<file path="src/hw/rtl/sudw_pkg.sv">
// Shared types, constants and the UUID table for the SEI user-data writer.
// No dependencies; every other file imports this package.
package sudw_pkg;

  localparam int LEN_W       = 13;
  localparam int MAX_PAYLOAD = 4096;
  localparam int FF_W        = 5;
  localparam int IDX_W       = 4;
  localparam int CFG_IDX_W   = 4;
  localparam int CFG_DATA_W  = 8;

  localparam logic [CFG_IDX_W-1:0] REG_CODEC_IS_HEVC = CFG_IDX_W'(0);
  localparam logic [CFG_IDX_W-1:0] REG_ANNEXB_MODE   = CFG_IDX_W'(1);

  localparam logic [7:0] SEI_NAL_H264   = 8'h06;
  localparam logic [7:0] SEI_NAL_HEVC0  = 8'(39 << 1);
  localparam logic [7:0] SEI_NAL_HEVC1  = 8'h01;
  localparam logic [7:0] SEI_PTYPE_UDU  = 8'h05;
  localparam logic [7:0] SIZE_RUN_BYTE  = 8'hFF;
  localparam logic [7:0] TRAILING_BYTE  = 8'h80;
  localparam logic [7:0] SIZE_STEP      = 8'd255;
  localparam int         UUID_LEN       = 16;

  typedef struct packed {
    logic             start_req;
    logic [LEN_W-1:0] payload_length;
    logic             byte_valid;
    logic [7:0]       data_byte;
  } in_item_t;

  typedef struct packed {
    logic [7:0] out_byte;
    logic       packet_last;
  } out_item_t;

  typedef struct packed {
    logic            busy;
    logic [FF_W-1:0] ff_count;
    logic [7:0]      rem;
  } sizer_status_t;

  typedef enum logic [3:0] {
    ST_IDLE,
    ST_DIV,
    ST_PREFIX,
    ST_NALH,
    ST_PTYPE,
    ST_FF,
    ST_REM,
    ST_UUID,
    ST_DATA,
    ST_TRAIL
  } state_t;

  function automatic logic [7:0] uuid_byte(input logic [IDX_W-1:0] idx);
    logic [7:0] b;
    unique case (idx)
      4'd0:  b = 8'h54;
      4'd1:  b = 8'h80;
      4'd2:  b = 8'h83;
      4'd3:  b = 8'h97;
      4'd4:  b = 8'hf0;
      4'd5:  b = 8'h23;
      4'd6:  b = 8'h47;
      4'd7:  b = 8'h4b;
      4'd8:  b = 8'hb7;
      4'd9:  b = 8'hf7;
      4'd10: b = 8'h4f;
      4'd11: b = 8'h32;
      4'd12: b = 8'hb5;
      4'd13: b = 8'h4e;
      4'd14: b = 8'h06;
      4'd15: b = 8'hac;
    endcase
    return b;
  endfunction

endpackage

</file>
<file path="src/hw/rtl/sudw_sizer.sv">
// Iterative size-field unit: splits the SEI payload size into 255-runs and a remainder.
// Depends on sudw_pkg.
module sudw_sizer
  import sudw_pkg::*;
(
  input  logic             clk,
  input  logic             rst_n,
  input  logic             load,
  input  logic [LEN_W-1:0] size_in,
  output sizer_status_t    status
);

  logic [LEN_W-1:0] work_r, work_nxt;
  logic [FF_W-1:0]  ff_r, ff_nxt;
  logic             busy_r, busy_nxt;
  logic [LEN_W:0]   diff;
  logic             ge;

  // one shared subtract-and-compare, one step per cycle
  assign diff = {1'b0, work_r} - {(LEN_W+1-8)'(0), SIZE_STEP};
  assign ge   = !diff[LEN_W];

  always_comb begin
    work_nxt = work_r;
    ff_nxt   = ff_r;
    busy_nxt = busy_r;
    if (load) begin
      work_nxt = size_in;
      ff_nxt   = '0;
      busy_nxt = 1'b1;
    end else if (busy_r) begin
      if (ge) begin
        work_nxt = diff[LEN_W-1:0];
        ff_nxt   = ff_r + FF_W'(1);
      end else begin
        busy_nxt = 1'b0;
      end
    end
  end

  always_ff @(posedge clk) begin
    if (!rst_n) begin
      busy_r <= 1'b0;
    end else begin
      busy_r <= busy_nxt;
    end
    work_r <= work_nxt;
    ff_r   <= ff_nxt;
  end

  assign status = '{busy: busy_r, ff_count: ff_r, rem: work_r[7:0]};

endmodule

</file>
<file path="src/hw/rtl/sei_user_data_packet_writer.sv">
// Top level of the SEI user-data-unregistered packet writer.
// Depends on sudw_pkg and sudw_sizer.
//
// Wraps user content into an H.264 or HEVC user-data-unregistered SEI NAL unit,
// one byte per output transfer. A start item opens a message: the block computes
// the size field with the iterative sizer (one subtract of 255 per cycle), then
// emits the prefix (start code or 4-byte big-endian NAL length), the NAL header,
// payload type 5, the 0xFF-run size field and the 16-byte UUID, 23 to 40 bytes
// at one per cycle while out_ready is high; in_ready stays low for that whole
// burst. A content byte on the start item follows the header. Later content
// items pass straight into the output register, one per cycle while out_ready
// is high; the byte that exhausts the declared length is followed by 0x80 with
// packet_last set, which holds input until the trailer is loaded. Lengths
// above 4096 saturate, bytes with no open message are dropped, and a new start
// abandons an open message without a trailer. Configuration writes are always
// taken (cfg_ready is high); write them only while the block is idle.
module sei_user_data_packet_writer
  import sudw_pkg::*;
(
  input  logic                  clk,
  input  logic                  rst_n,
  input  logic                  in_valid,
  output logic                  in_ready,
  input  in_item_t              in_data,
  output logic                  out_valid,
  input  logic                  out_ready,
  output out_item_t             out_data,
  input  logic                  cfg_valid,
  output logic                  cfg_ready,
  input  logic [CFG_IDX_W-1:0]  cfg_index,
  input  logic [CFG_DATA_W-1:0] cfg_wdata
);

  state_t state_r, state_nxt;

  logic             hevc_r, annexb_r;
  logic [LEN_W-1:0] rem_r, rem_nxt;
  logic             open_r, open_nxt;
  logic [IDX_W-1:0] idx_r, idx_nxt;

  // latched start item
  logic [LEN_W-1:0] len_r;
  logic             valid_r;
  logic [7:0]       byte_r;

  logic             out_valid_r;
  out_item_t        out_data_r;

  logic             slot_free;
  logic             in_fire;
  logic             direct;
  logic             emit;
  out_item_t        emit_item;
  logic [LEN_W-1:0] sat_len;
  logic [LEN_W-1:0] nal_len;
  logic [7:0]       prefix_byte;
  logic             hdr_done;
  sizer_status_t    sz;

  // output register frees when empty or being drained this cycle
  assign slot_free = !out_valid_r || out_ready;
  assign in_ready  = (state_r == ST_IDLE) && slot_free;
  assign in_fire   = in_valid && in_ready;
  assign cfg_ready = 1'b1;

  // content byte for an open message, sent straight from idle
  assign direct = in_fire && !in_data.start_req && in_data.byte_valid &&
                  open_r && (rem_r != '0);

  assign sat_len = (in_data.payload_length > LEN_W'(MAX_PAYLOAD)) ?
                   LEN_W'(MAX_PAYLOAD) : in_data.payload_length;

  sudw_sizer u_sizer (
    .clk     (clk),
    .rst_n   (rst_n),
    .load    (in_fire && in_data.start_req),
    .size_in (sat_len + LEN_W'(UUID_LEN)),
    .status  (sz)
  );

  // header bytes + size field + UUID + content + trailer
  assign nal_len = len_r + LEN_W'(sz.ff_count) + (hevc_r ? LEN_W'(21) : LEN_W'(20));

  always_comb begin
    unique case (idx_r[1:0])
      2'd0:    prefix_byte = 8'h00;
      2'd1:    prefix_byte = 8'h00;
      2'd2:    prefix_byte = annexb_r ? 8'h00 : 8'(nal_len[LEN_W-1:8]);
      default: prefix_byte = annexb_r ? 8'h01 : nal_len[7:0];
    endcase
  end

  assign hdr_done = slot_free && (idx_r == IDX_W'(UUID_LEN - 1));

  // next state
  always_comb begin
    state_nxt = state_r;
    unique case (state_r)
      ST_IDLE: begin
        if (in_fire && in_data.start_req) state_nxt = ST_DIV;
        else if (direct && rem_r == LEN_W'(1)) state_nxt = ST_TRAIL;
      end
      ST_DIV: begin
        if (!sz.busy) state_nxt = ST_PREFIX;
      end
      ST_PREFIX: begin
        if (slot_free && idx_r == IDX_W'(3)) state_nxt = ST_NALH;
      end
      ST_NALH: begin
        if (slot_free && (!hevc_r || idx_r == IDX_W'(1))) state_nxt = ST_PTYPE;
      end
      ST_PTYPE: begin
        if (slot_free) state_nxt = (sz.ff_count != '0) ? ST_FF : ST_REM;
      end
      ST_FF: begin
        if (slot_free && {1'b0, idx_r} == sz.ff_count - FF_W'(1)) state_nxt = ST_REM;
      end
      ST_REM: begin
        if (slot_free) state_nxt = ST_UUID;
      end
      ST_UUID: begin
        if (hdr_done) begin
          priority if (len_r == '0) state_nxt = ST_TRAIL;
          else if (valid_r)         state_nxt = ST_DATA;
          else                      state_nxt = ST_IDLE;
        end
      end
      ST_DATA: begin
        if (slot_free) state_nxt = (rem_r == LEN_W'(1)) ? ST_TRAIL : ST_IDLE;
      end
      ST_TRAIL: begin
        if (slot_free) state_nxt = ST_IDLE;
      end
      default: state_nxt = ST_IDLE;
    endcase
  end

  // byte to load into the output register
  always_comb begin
    emit      = 1'b0;
    emit_item = '{out_byte: 8'h00, packet_last: 1'b0};
    unique case (state_r)
      ST_IDLE: begin
        emit               = direct;
        emit_item.out_byte = in_data.data_byte;
      end
      ST_DIV: emit = 1'b0;
      ST_PREFIX: begin
        emit               = slot_free;
        emit_item.out_byte = prefix_byte;
      end
      ST_NALH: begin
        emit               = slot_free;
        emit_item.out_byte = !hevc_r ? SEI_NAL_H264 :
                             (idx_r == '0) ? SEI_NAL_HEVC0 : SEI_NAL_HEVC1;
      end
      ST_PTYPE: begin
        emit               = slot_free;
        emit_item.out_byte = SEI_PTYPE_UDU;
      end
      ST_FF: begin
        emit               = slot_free;
        emit_item.out_byte = SIZE_RUN_BYTE;
      end
      ST_REM: begin
        emit               = slot_free;
        emit_item.out_byte = sz.rem;
      end
      ST_UUID: begin
        emit               = slot_free;
        emit_item.out_byte = uuid_byte(idx_r);
      end
      ST_DATA: begin
        emit               = slot_free;
        emit_item.out_byte = byte_r;
      end
      ST_TRAIL: begin
        emit                  = slot_free;
        emit_item.out_byte    = TRAILING_BYTE;
        emit_item.packet_last = 1'b1;
      end
      default: emit = 1'b0;
    endcase
  end

  // message bookkeeping and position counter
  always_comb begin
    rem_nxt  = rem_r;
    open_nxt = open_r;
    idx_nxt  = (state_nxt != state_r) ? '0 : (emit ? idx_r + IDX_W'(1) : idx_r);
    if (in_fire && in_data.start_req) begin
      // drop any open message
      open_nxt = 1'b0;
    end else if (direct || (state_r == ST_DATA && slot_free)) begin
      rem_nxt = rem_r - LEN_W'(1);
      if (rem_r == LEN_W'(1)) open_nxt = 1'b0;
    end else if (state_r == ST_UUID && hdr_done) begin
      rem_nxt  = len_r;
      open_nxt = (len_r != '0);
    end
  end

  always_ff @(posedge clk) begin
    if (!rst_n) begin
      state_r     <= ST_IDLE;
      hevc_r      <= 1'b0;
      annexb_r    <= 1'b1;
      rem_r       <= '0;
      open_r      <= 1'b0;
      idx_r       <= '0;
      out_valid_r <= 1'b0;
    end else begin
      state_r <= state_nxt;
      rem_r   <= rem_nxt;
      open_r  <= open_nxt;
      idx_r   <= idx_nxt;
      if (emit)           out_valid_r <= 1'b1;
      else if (out_ready) out_valid_r <= 1'b0;
      if (cfg_valid && cfg_ready) begin
        if (cfg_index == REG_CODEC_IS_HEVC) hevc_r   <= cfg_wdata[0];
        if (cfg_index == REG_ANNEXB_MODE)   annexb_r <= cfg_wdata[0];
      end
    end
    if (emit) out_data_r <= emit_item;
    if (in_fire && in_data.start_req) begin
      len_r   <= sat_len;
      valid_r <= in_data.byte_valid;
      byte_r  <= in_data.data_byte;
    end
  end

  assign out_valid = out_valid_r;
  assign out_data  = out_data_r;

endmodule

</file>
<file path="config.mk">
export PLATFORM = sky130hd
export DESIGN_NAME = sei_user_data_packet_writer
export DESIGN_NICKNAME = d
export VERILOG_FILES = /design/src/hw/rtl/sudw_pkg.sv /design/src/hw/rtl/sudw_sizer.sv /design/src/hw/rtl/sei_user_data_packet_writer.sv
export SDC_FILE = /design/constraint.sdc
export NUM_CORES = 1
export LEC_CHECK = 0
export BUFFER_PORTS_ARGS = -buffer_cell sky130_fd_sc_hd__buf_2
export CORE_AREA = 5 5 108 110
export DETAILED_ROUTE_END_ITERATION = 12
export DIE_AREA = 0 0 113 115
export PLACE_DENSITY_LB_ADDON = 0.08
export SYNTH_ARGS = -nofsm -noshare
export SYNTH_HDL_FRONTEND = slang
export SYNTH_SLANG_ARGS = --single-unit
</file>
<file path="constraint.sdc">
create_clock -name clk -period 3.3 [get_ports clk]
set_input_delay 0.165 -clock clk [delete_from_list [all_inputs] [get_ports clk]]
set_output_delay 0.165 -clock clk [all_outputs]
set_load 0.005 [all_outputs]
</file>
==> results of run 1 <==
==> synthesized netlist by cell type (all sizes together) (2+ instances only) <==
cell type   n  area share
nand2      59       0.042
nor2       59       0.044
edfxtp     44        0.25
dfxtp      39        0.15
xnor2      28       0.050
inv        27       0.019
o21ai      27       0.026
ha         26       0.062
a21oi      25       0.024
nor2b      19       0.024
clkbuf     15       0.011
nand3      15       0.014
nor3       15       0.014
xor2       15       0.029
buf        12       0.012
or3        10       0.012
nor4        9       0.016
and3        8      0.0095
mux2i       8       0.015
nand4       8       0.012
a221oi      7       0.012
a22oi       7       0.010
a31oi       7      0.0083
nand2b      7      0.0083
o211ai      6      0.0086
a21o        5      0.0071
and2        5      0.0059
nor3b       5      0.0071
o22ai       5      0.0059
o31ai       5      0.0071
a211oi      3      0.0043
a311oi      3      0.0050
o21a        3      0.0043
o221ai      3      0.0062
o31a        3      0.0050
a222oi      2      0.0038
fa          2      0.0076
o2111ai     2      0.0033
or2         2      0.0024
or4         2      0.0036
or4b        2      0.0038
==> cell usage in the layout, fill, tap and decap left out, types with 3 or more instances in the layout <==
master / synthesis / routed
nor4_1: 7 / 6
nor3_1: 15 / 14
dfxtp_1: 39 / 37
buf_2: 7 / 43
nor4_4: 2 / 3
o22ai_1: 5 / 4
a21o_1: 5 / 5
nor3b_1: 5 / 4
a21oi_1: 25 / 24
and2_1: 5 / 5
ha_1: 26 / 25
a31oi_1: 7 / 6
edfxtp_1: 44 / 44
nand2_1: 59 / 59
nor2_2: 1 / 4
buf_4: 2 / 41
o21ai_0: 27 / 26
nor2_1: 57 / 54
o31ai_1: 5 / 4
mux2i_1: 8 / 8
o211ai_1: 6 / 6
clkbuf_8: 0 / 9
dlygate4sd3_1: 0 / 6
nand3_1: 15 / 15
a22oi_1: 7 / 7
nor2b_1: 18 / 17
and3_1: 8 / 8
xnor2_1: 27 / 27
nand2b_1: 7 / 7
o31a_1: 3 / 3
o21a_1: 3 / 3
nand4_1: 6 / 6
a311oi_1: 3 / 3
or3_1: 10 / 9
inv_1: 27 / 26
a221oi_1: 7 / 7
xor2_1: 14 / 14
==> logic make-up (layout without fill, tap and decap cells) <==
family | count (synthesis) | in the layout | synth area share
XOR/XNOR | 43 | 43 | 0.07876
multiplexers | 8 | 8 | 0.01523
adder cells (fa/ha/maj) | 28 | 28 | 0.06947
flip-flops | 83 | 83 | 0.3997
AO/OA/AOI/OAI | 125 | 125 | 0.1646
other | 1 | 1 | 0.0007131
AND/OR/NAND/NOR | 230 | 230 | 0.2291
buffers and inverters | 55 | 135 | 0.04235
==> worst max-delay path by stage <==
stage | start | to | cells past startpoint
CTS | idx_r[0] | flop | 14
global placement | idx_r[0] | flop | 14
detailed placement | idx_r[0] | flop | 14
finish | u_sizer.ff_r[0] | flop | 12
global route | rem_r[8] | flop | 13
floorplan | u_sizer.ff_r[0] | flop | 12
==> timing repair <==
action	CTS	global route
gates resized for setup	1	21
hold endpoints to repair	5	1
hold buffers	5	1
setup endpoints to repair	6	10
pin swaps	0	12
==> power groups by stage <==
stage	registers (W)	logic, W	clock network (W)
final	0.00126	0.000669	0.000663
after floorplan	0.00128	0.000402	0
after detailed placement	0.00129	0.000630	0
after global routing	0.00128	0.000734	0.000717
after CTS	0.00126	0.000639	0.000672
after global placement	0.00128	0.000626	0
==> final cells by class <==
type / instances / area, sq um / share of cell area
inverters: 28 / 105.1 / 0.01691
flip-flops and latches: 83 / 2105 / 0.3386
well taps: 140 / 175.2 / 0.02818
clock buffers: 10 / 127.6 / 0.02053
clock inverters: 6 / 40.04 / 0.006441
multi-input cells: 435 / 3060 / 0.4924
repair buffers: 91 / 603.1 / 0.09702
==> state kept, by name, summed over array words and instances (netlist names), named ones only <==
register	cells
annexb_r	1
byte_r	8
hevc_r	1
idx_r	4
len_r	13
open_r	1
out_data	9
out_valid	1
rem_r	13
state_r	4
u_sizer.busy_r	1
u_sizer.ff_r	5
u_sizer.work_r	13
valid_r	1
==> through the flow <==
step / hold slack, ns / TNS [ns]
6_report: 0.01626 / 0
5_1_grt: 0.002171 / -0.009736
4_1_cts: 0.0004011 / -0.09525
3_5_place_dp: 0.3715 / -0.04761
3_3_place_gp: 0.3689 / -0.04506
2_1_floorplan: 0.2269 / 0
==> per-layer routing <==
layer | vias up | wire length (um) | part of all wire | GRT usage
met5 | - | 0 | 0 | 0
met4 | 0 | 411 | 0.029 | 0.09696
met3 | 28 | 779 | 0.055 | 0.03421
met2 | 116 | 6219 | 0.44 | 0.3555
met1 | 2125 | 6755 | 0.48 | 0.3049
li1 | 2217 | - | - | -
==> results_dict.tcl, run 1 <==
set metrics [dict create \
    cp_common_cell "ha_1" \
    io_buffers 43 \
    power_density_nw_per_um2 417.8 \
    fill_cells 916 \
    dr_total_vias 4486 \
    hold_violations 0 \
    p_clk_frac 0.255 \
    final_cells 793 \
    synth_cells 573 \
    finalWeightedCongestion 0.9052 \
    seqPwrFrac 0.487 \
    cts-root-buf "clkbuf_8" \
    max-clock-path-buffers 2 \
    rsz0062_at_grt "true" \
    critPathMaxStageDelay_ns 0.49 \
    r2r_start "u_sizer.ff_r[0]" \
    r2r_slack_ns 0.13 \
    p_total_w 0.002597 \
    nets 716 \
    status "finished clean" \
    cts.clk_slew.worst_paths_ns 0.09 \
    postSynth.asyncResetShare 0 \
    cts_tree "yes" \
    finish.utilization 0.5863 \
    antenna_found_initial 0 \
    grt_pass1_wl_mm 22.69 \
    placed_cells 771 \
    combPwrFrac 0.258 \
    switching_share 0.3168 \
    synth-edff-count 44 \
    hold_start "in_data[2]" \
    antenna_cells 0 \
    fin_crit_sh 0.9606 \
    cp_num_buf_inv 1 \
    cp-end-kind "flop" \
    firstDrtPassIters 5 \
    die_h_um 115 \
    first_iter_violations 271 \
    synth.distinct_cells 72 \
    p_leak_nw 2.404 \
    critical_path.max_fanout 3 \
    skew_ns 0.01550 \
    crit_path_cell_trace "inv_1 -> ha_1 -> or4b_4 -> nand4_1 -> o41ai_1 -> or3_4 -> o31a_1 -> o221ai_4 -> nor2_2 -> ha_1 -> a32o_1 -> or3_1" \
    cts_buffers 9 \
    ant_nets 0 \
    netSwitchingPower_w 0.0008226 \
    num_rows 38 \
    worst_r2r_path_depth 12 \
    max-cap-violations 0 \
    grt_pass1_vias 4435 \
    cp.arrival_ns 3.42 \
    ys_seq_elements 83 \
    fmax_mhz 315.5 \
    fp.dieW_um 113 \
    syn_nets 641 \
    overflow 0 \
    coreArea_sq_um 10600 \
    postPlaceCellArea_sq_um 5876 \
    cp-start-kind "flop" \
    required_ns 3.55 \
    ir_worst_vdd_v 0.0002572 \
    avgSynthCellArea_sq_um 9.178 \
    place_ws_ns -0.03229 \
    synth_ff_type "edfxtp_1" \
    fin_ws_ns 0.1301 \
    grtUsageTotal 0.2238 \
    dieArea_sq_um 13000 \
    clock_latency_ns 0.37 \
    via_per_inst 5.657 \
    wl_per_cell_um 17.86 \
    postCtsSetupBuffers 0 \
    min_path_type "in2reg" \
    holdPathStages 1 \
    critPathKind "reg2reg" \
    drv_slew 0 \
    synth_seq_area_share 0.3997 \
    netlist_area_sq_um 5259 \
    io_pins 52 \
    htree_levels 3 \
    fin_area_sq_um 6216 \
    start_util 0.4960 \
    grt_max_degree 28 \
    critical_path.slowest_cell "or4b_4" \
    finalCriticalPeriod_ns 3.170 \
    min_to "byte_r[2]" \
    yosysWarnings 0 \
    area_growth_pct 18.20 \
    drive_above_1_share 0.2098 \
    drcViolationCount 0 \
    clock-sinks 83 \
    slew_headroom 0.5565 \
    dpl.hpwl_mm 10.93 \
    crit_family "simple AND/OR/NAND/NOR gates" \
    setup_violations 0 \
    intPower_w 0.001774 \
    tightest_slew_ns 0.6611 \
    wirelength_mm 14.17 \
]
Note: power is estimated with default switching activity, not from simulation.
==> run 2: changes to the inputs <==
--- a/config.mk
+++ b/config.mk
@@ -6,10 +6,12 @@
 export NUM_CORES = 1
 export LEC_CHECK = 0
 export BUFFER_PORTS_ARGS = -buffer_cell sky130_fd_sc_hd__buf_2
-export CORE_AREA = 5 5 108 110
+export CORE_AREA = 5 5 133 135
+export CTS_CLUSTER_SIZE = 20
 export DETAILED_ROUTE_END_ITERATION = 12
-export DIE_AREA = 0 0 113 115
+export DIE_AREA = 0 0 138 140
 export PLACE_DENSITY_LB_ADDON = 0.08
 export SYNTH_ARGS = -nofsm -noshare
 export SYNTH_HDL_FRONTEND = slang
+export SYNTH_HIERARCHICAL = 1
 export SYNTH_SLANG_ARGS = --single-unit
==> run 2 against run 1 <==
  * Register-to-register slack hardly changed
  * Sequential power is essentially flat
  * Worst hold slack improved by 0.0064 ns
  * Routed wire length grew 18%
  * Clock-buffer cell count did not move
  * First-iteration DRC count is 66% higher
  * Design area up 8.9%
  * Worst setup slack better by 0.0062 ns
  * Global-route usage decreased by 5.2 points
  * Power up 10%
  * Via count increased by 11%
  * Synthesized cell count is 5.9% higher
  * Highest routed layer unchanged
==> results_dict.tcl, run 2 <==
set metrics [dict create \
    status "finished clean" \
    drv_slew 0 \
    wirelength_mm 16.78 \
    fin_crit_sh 0.9587 \
    firstDrtPassIters 7 \
    grt_pass1_vias 4780 \
    seq_area_sq_um 2107 \
    area_growth_pct 21.58 \
    synth.distinct_cells 82 \
    fmax_mhz 316.1 \
    finalWeightedCongestion 0.9116 \
    slew_headroom 0.5455 \
    cp_common_cell "nor3_1" \
    skew_ns 0.01267 \
    multi_input_area_sq_um 3232 \
    critical_path.max_fanout 8 \
    cts_buffers 9 \
    critical_path.slowest_cell "dfxtp_1" \
    netlist_area_sq_um 5565 \
    tightest_slew_ns 0.6818 \
    dr_total_vias 4974 \
    die_h_um 140 \
    coreArea_sq_um 16350 \
    synth-edff-count 44 \
    crit_path_cell_trace "nor4_1 -> buf_4 -> nand4_1 -> o21ai_1 -> nor3_1 -> xnor2_1 -> o21ai_4 -> nand2_4 -> or2_2 -> ha_1 -> nor3_1 -> and3_1 -> a221o_1" \
    fill_cells 1666 \
    synth_mux_area_frac 0.02810 \
    final_common_cell "buf_4" \
    drcViolationCount 0 \
    min_path_type "in2reg" \
    yosys-top-cells-count "nand2_1 (50), nor2_1 (48), edfxtp_1 (44)" \
    htree_levels 3 \
    yosysWarnings 6 \
    clock_latency_ns 0.35 \
    nets 768 \
    cp.arrival_ns 3.44 \
    fin_ws_ns 0.1363 \
    num_rows 47 \
    start_util 0.3404 \
    max-cap-violations 0 \
    synth_compound_area_frac 0.1749 \
    synth_ff_type "edfxtp_1" \
    place_ws_ns 0.02157 \
    yosys.area_share.simple 0.2282 \
    synth_seq_area_share 0.3777 \
    antenna_found_initial 0 \
    required_ns 3.58 \
    clock-sinks 83 \
    avgSynthCellArea_sq_um 9.169 \
    critPathKind "reg2reg" \
    syn_nets 675 \
    fp.dieW_um 138 \
    power_density_nw_per_um2 422.6 \
    via_per_inst 5.377 \
    finalCriticalPeriod_ns 3.164 \
    drive_above_1_share 0.2454 \
    grt_max_degree 21 \
    max-clock-path-buffers 2 \
    cts.clk_slew.worst_paths_ns 0.07 \
    first_iter_violations 449 \
    largestRegisters "len_r (13), rem_r (13), u_sizer/work_r (13)" \
    ir_worst_vdd_v 0.0002792 \
    synth_fa_ha_area_frac 0.06565 \
    synth_xor_area_frac 0.06700 \
    ys_seq_elements 83 \
    yosys-top-cells-area "edfxtp_1 (24%), dfxtp_1 (14%), ha_1 (5.8%)" \
    postSynth.asyncResetShare 0 \
    netlist.area_leader.share 0.2374 \
    dpl.hpwl_mm 13.24 \
    cp-end-kind "flop" \
    finish.utilization 0.4139 \
    io_pins 52 \
    cts_tree "yes" \
    cts-root-buf "clkbuf_16" \
    dieArea_sq_um 19320 \
    synth_top_family_by_area "simple AND/OR/NAND/NOR gates" \
    grtUsageTotal 0.1714 \
    synth_area_leader_cell "edfxtp_1" \
    hold_violations 0 \
    io_buffers 43 \
    ant_nets 0 \
    grt_pass1_wl_mm 26.32 \
    overflow 0 \
    critPathMaxStageDelay_ns 0.37 \
    synth_cells 607 \
    wl_per_cell_um 18.14 \
    setup_violations 0 \
    mostFrequentLayoutCells "buf_4 (65), nand2_1 (50), nor2_1 (48)" \
    cp-start-kind "flop" \
    p_leak_nw 2.661 \
    synth_most_common_cell "nand2_1" \
    antenna_cells 0 \
]
[run 2: kinds of logic after synthesis]
family,after synthesis
other cells,1
xor+xnor,40
buf+inv,67
flops,83
simple gates,235
compound gates,139
mux,14
fa+ha+maj,28
[run 2: path summary, 6_finish.rpt]
kind                     to  depth (start not counted)        from  slack (ns)
hold reg to reg    rem_r[1]                          2    rem_r[1]        0.50
hold / removal    byte_r[5]                          1  in_data[5]        0.02
setup reg to reg       flop                         13    rem_r[8]        0.14
setup / recovery       flop                         13    rem_r[8]        0.14
[run 2: timing repair]
action                                 in CTS  in global routing
setup buffers                               0                  3
resized for setup                           0                 23
endpoints found under the hold margin       3                  0
hold buffers                                3                  0
setup endpoints to repair                   0                  9
[run 2: per-stage QoR]
step | total power [W] | TNS (ns) | hold slack (ns) | std cells | instance area, sq um
final | 0.002859 | 0 | 0.02269 | 925 | 6766
after detailed placement | 0.001906 | 0 | 0.3576 | 903 | 6344
after global placement | 0.001898 | -0.02258 | 0.3527 | 903 | 6344
after CTS | 0.002870 | 0 | 0.006337 | 922 | 6650
after global routing | 0.003021 | -0.02588 | 0.01183 | 925 | 6766
after floorplan | 0.001666 | 0 | 0.2368 | 607 | 5565
[run 2: final cells by class]
cell class	instances	area share
multi-input cells	457	0.4776
well taps	220	0.04068
clock inverters	6	0.007027
clock buffers	10	0.03384
inverters	38	0.02108
flip-flops and latches	83	0.3114
repair buffers	111	0.1084
[run 2: critical path: cells and delay by family, from the launching register on]
kind,cells,cell delay [ns]
buf+inv,1,0.18
flops,1,0.37
compound gates,3,0.67
fa+ha+maj,1,0.21
xor+xnor,1,0.18
simple gates,7,1.48
[run 2: routing by layer]
| layer | GRT usage | share of wire |
|---|---|---|
| met1 | 0.2419 | 0.48 |
| met2 | 0.2688 | 0.45 |
| met3 | 0.02931 | 0.055 |
| met4 | 0.05356 | 0.019 |
| met5 | 0 | 0 |
[run 2: report_power, final]
group | switching [W] | internal (W) | leakage, nW
combinational | 0.000364 | 0.000304 | 1.80
clock | 0.000433 | 0.000517 | 0.133
sequential | 0.0000668 | 0.00118 | 0.731
total | 0.000864 | 0.00200 | 2.66
==> run 3: changes to the inputs <==
--- a/config.mk
+++ b/config.mk
@@ -10,6 +10,7 @@
 export CTS_CLUSTER_SIZE = 20
 export DETAILED_ROUTE_END_ITERATION = 12
 export DIE_AREA = 0 0 138 140
+export MAX_ROUTING_LAYER = met4
 export PLACE_DENSITY_LB_ADDON = 0.08
 export SYNTH_ARGS = -nofsm -noshare
 export SYNTH_HDL_FRONTEND = slang
==> run 3 against run 2 <==
  * First-iteration DRC count is 5.8% higher
  * Power hardly changed
  * Largest cell class unchanged
  * Combinational power hardly changed
  * Critical path type unchanged
  * Highest routed layer unchanged
  * Clock-buffer cell count stayed put
  * Die area stayed put
==> results_dict.tcl, run 3 (synthesized netlist as in run 2, its figures left out) <==
set metrics [dict create \
    status "finished clean" \
    p_leak_nw 2.656 \
    firstDrtPassIters 8 \
    hold_violations 0 \
    fin_area_sq_um 6795 \
    cts.clk_slew.worst_paths_ns 0.06 \
    io_pins 52 \
    finalCriticalPeriod_ns 3.154 \
    antenna_cells 0 \
    min_path_type "in2reg" \
    fin_ws_ns 0.1461 \
    grt_pass1_wl_mm 25.80 \
    grt_max_degree 53 \
    power_density_nw_per_um2 420.9 \
    slew_headroom 0.5553 \
    first_iter_violations 475 \
    area_growth_pct 22.10 \
    finish.utilization 0.4157 \
    critPathKind "reg2reg" \
    met2_usage 0.2731 \
    ant_nets 0 \
    nets 770 \
    cts_tree "yes" \
    grtUsageMet1 0.2375 \
    drcViolationCount 0 \
    critical_path.max_fanout 5 \
    drv_slew 0 \
    cp.arrival_ns 3.37 \
    clock-sinks 83 \
    fin_crit_sh 0.9557 \
    cts-root-buf "clkbuf_16" \
    cts_buffers 9 \
    setup_violations 0 \
    cp-end-kind "flop" \
    antenna_found_initial 0 \
    ir_worst_vdd_v 0.0002192 \
    p_total_w 0.002860 \
    holdWs_ns 0.01245 \
    grt_use_met3 0.02556 \
    drive_above_1_share 0.2475 \
    final_common_cell "buf_4" \
    overflow 0 \
    htree_levels 3 \
    dr_total_vias 4905 \
    num_rows 47 \
    start_util 0.3404 \
    grtUsageTotal 0.1740 \
    via_per_inst 5.291 \
    dieArea_sq_um 19320 \
    finalWeightedCongestion 0.8931 \
    postPlaceCellArea_sq_um 6384 \
    required_ns 3.52 \
    io_buffers 43 \
    max-cap-violations 0 \
    grt_pass1_vias 4726 \
    max-clock-path-buffers 2 \
    wl_per_cell_um 18.11 \
    grt.busiest_layer "met2" \
    fp.dieW_um 138 \
    largestRegisters "len_r (13), rem_r (13), u_sizer/work_r (13)" \
    coreArea_sq_um 16350 \
    mostFrequentLayoutCells "buf_4 (66), nand2_1 (50), nor2_1 (47)" \
    tightest_slew_ns 0.6671 \
    clock_latency_ns 0.35 \
    skew_ns 0.01655 \
    die_h_um 140 \
    fmax_mhz 317.1 \
    place_ws_ns 0.04171 \
    cp-start-kind "flop" \
    wirelength_mm 16.79 \
    dpl.hpwl_mm 13.13 \
]
run 3: critical path: stages, from the launching register on:
cell and delay [ns]:
dfxtp_4 0.36, inv_2 0.05, ha_1 0.12, or3b_4 0.37, nand2_1 0.08, nand2_1 0.07
a222oi_1 0.38, and3_4 0.27, mux2_4 0.21, nand2_4 0.06, or2_2 0.32, ha_1 0.25
buf_4 0.15, a221o_1 0.32
run 3: timing repair:
| item | 4_1_cts | 5_1_grt |
|---|---|---|
| setup buffers | 0 | 4 |
| endpoints found under the setup margin | 0 | 9 |
| hold buffers | 2 | 0 |
| endpoints found under the hold margin | 2 | 0 |
| resized for setup | 0 | 21 |
run 3: layer usage:
metal | up-vias | share of wire | wire [um]
li1 | 2401 | - | -
met1 | 2348 | 0.46 | 7797
met2 | 139 | 0.47 | 7855
met3 | 17 | 0.057 | 952
met4 | 0 | 0.011 | 186
met5 | - | 0 | 0
run 3: worst paths after layout:
kind	start	endpoint	slack, ns	depth (start not counted)
min reg2reg	rem_r[1]	rem_r[1]	0.51	2
max	idx_r[1]	flop	0.15	13
min	in_data[2]	byte_r[2]	0.01	1
max reg2reg	idx_r[1]	flop	0.15	13
run 3: where the power goes:
group	total (W)	switching (W)	leakage [nW]	internal [W]
sequential	0.00124	0.0000689	0.731	0.00118
combinational	0.000667	0.000357	1.80	0.000311
clock	0.000949	0.000438	0.127	0.000511
run 3: through the flow:
| stage | setup TNS, ns | std cells |
|---|---|---|
| after floorplan | 0 | 607 |
| after global placement | 0 | 905 |
| after detailed placement | 0 | 905 |
| after CTS | 0 | 923 |
| after global routing | -0.02682 | 927 |
| final | 0 | 927 |
run 3: final cells by class:
cell class	instances	area, sq um
Fill cell	1667	9553
Tap cell	220	275.3
Inverter	38	142.6
Timing Repair Buffer	113	770.7
Multi-Input combinational cell	457	3229
Clock inverter	6	41.29
Clock buffer	10	229.0
Sequential cell	83	2107
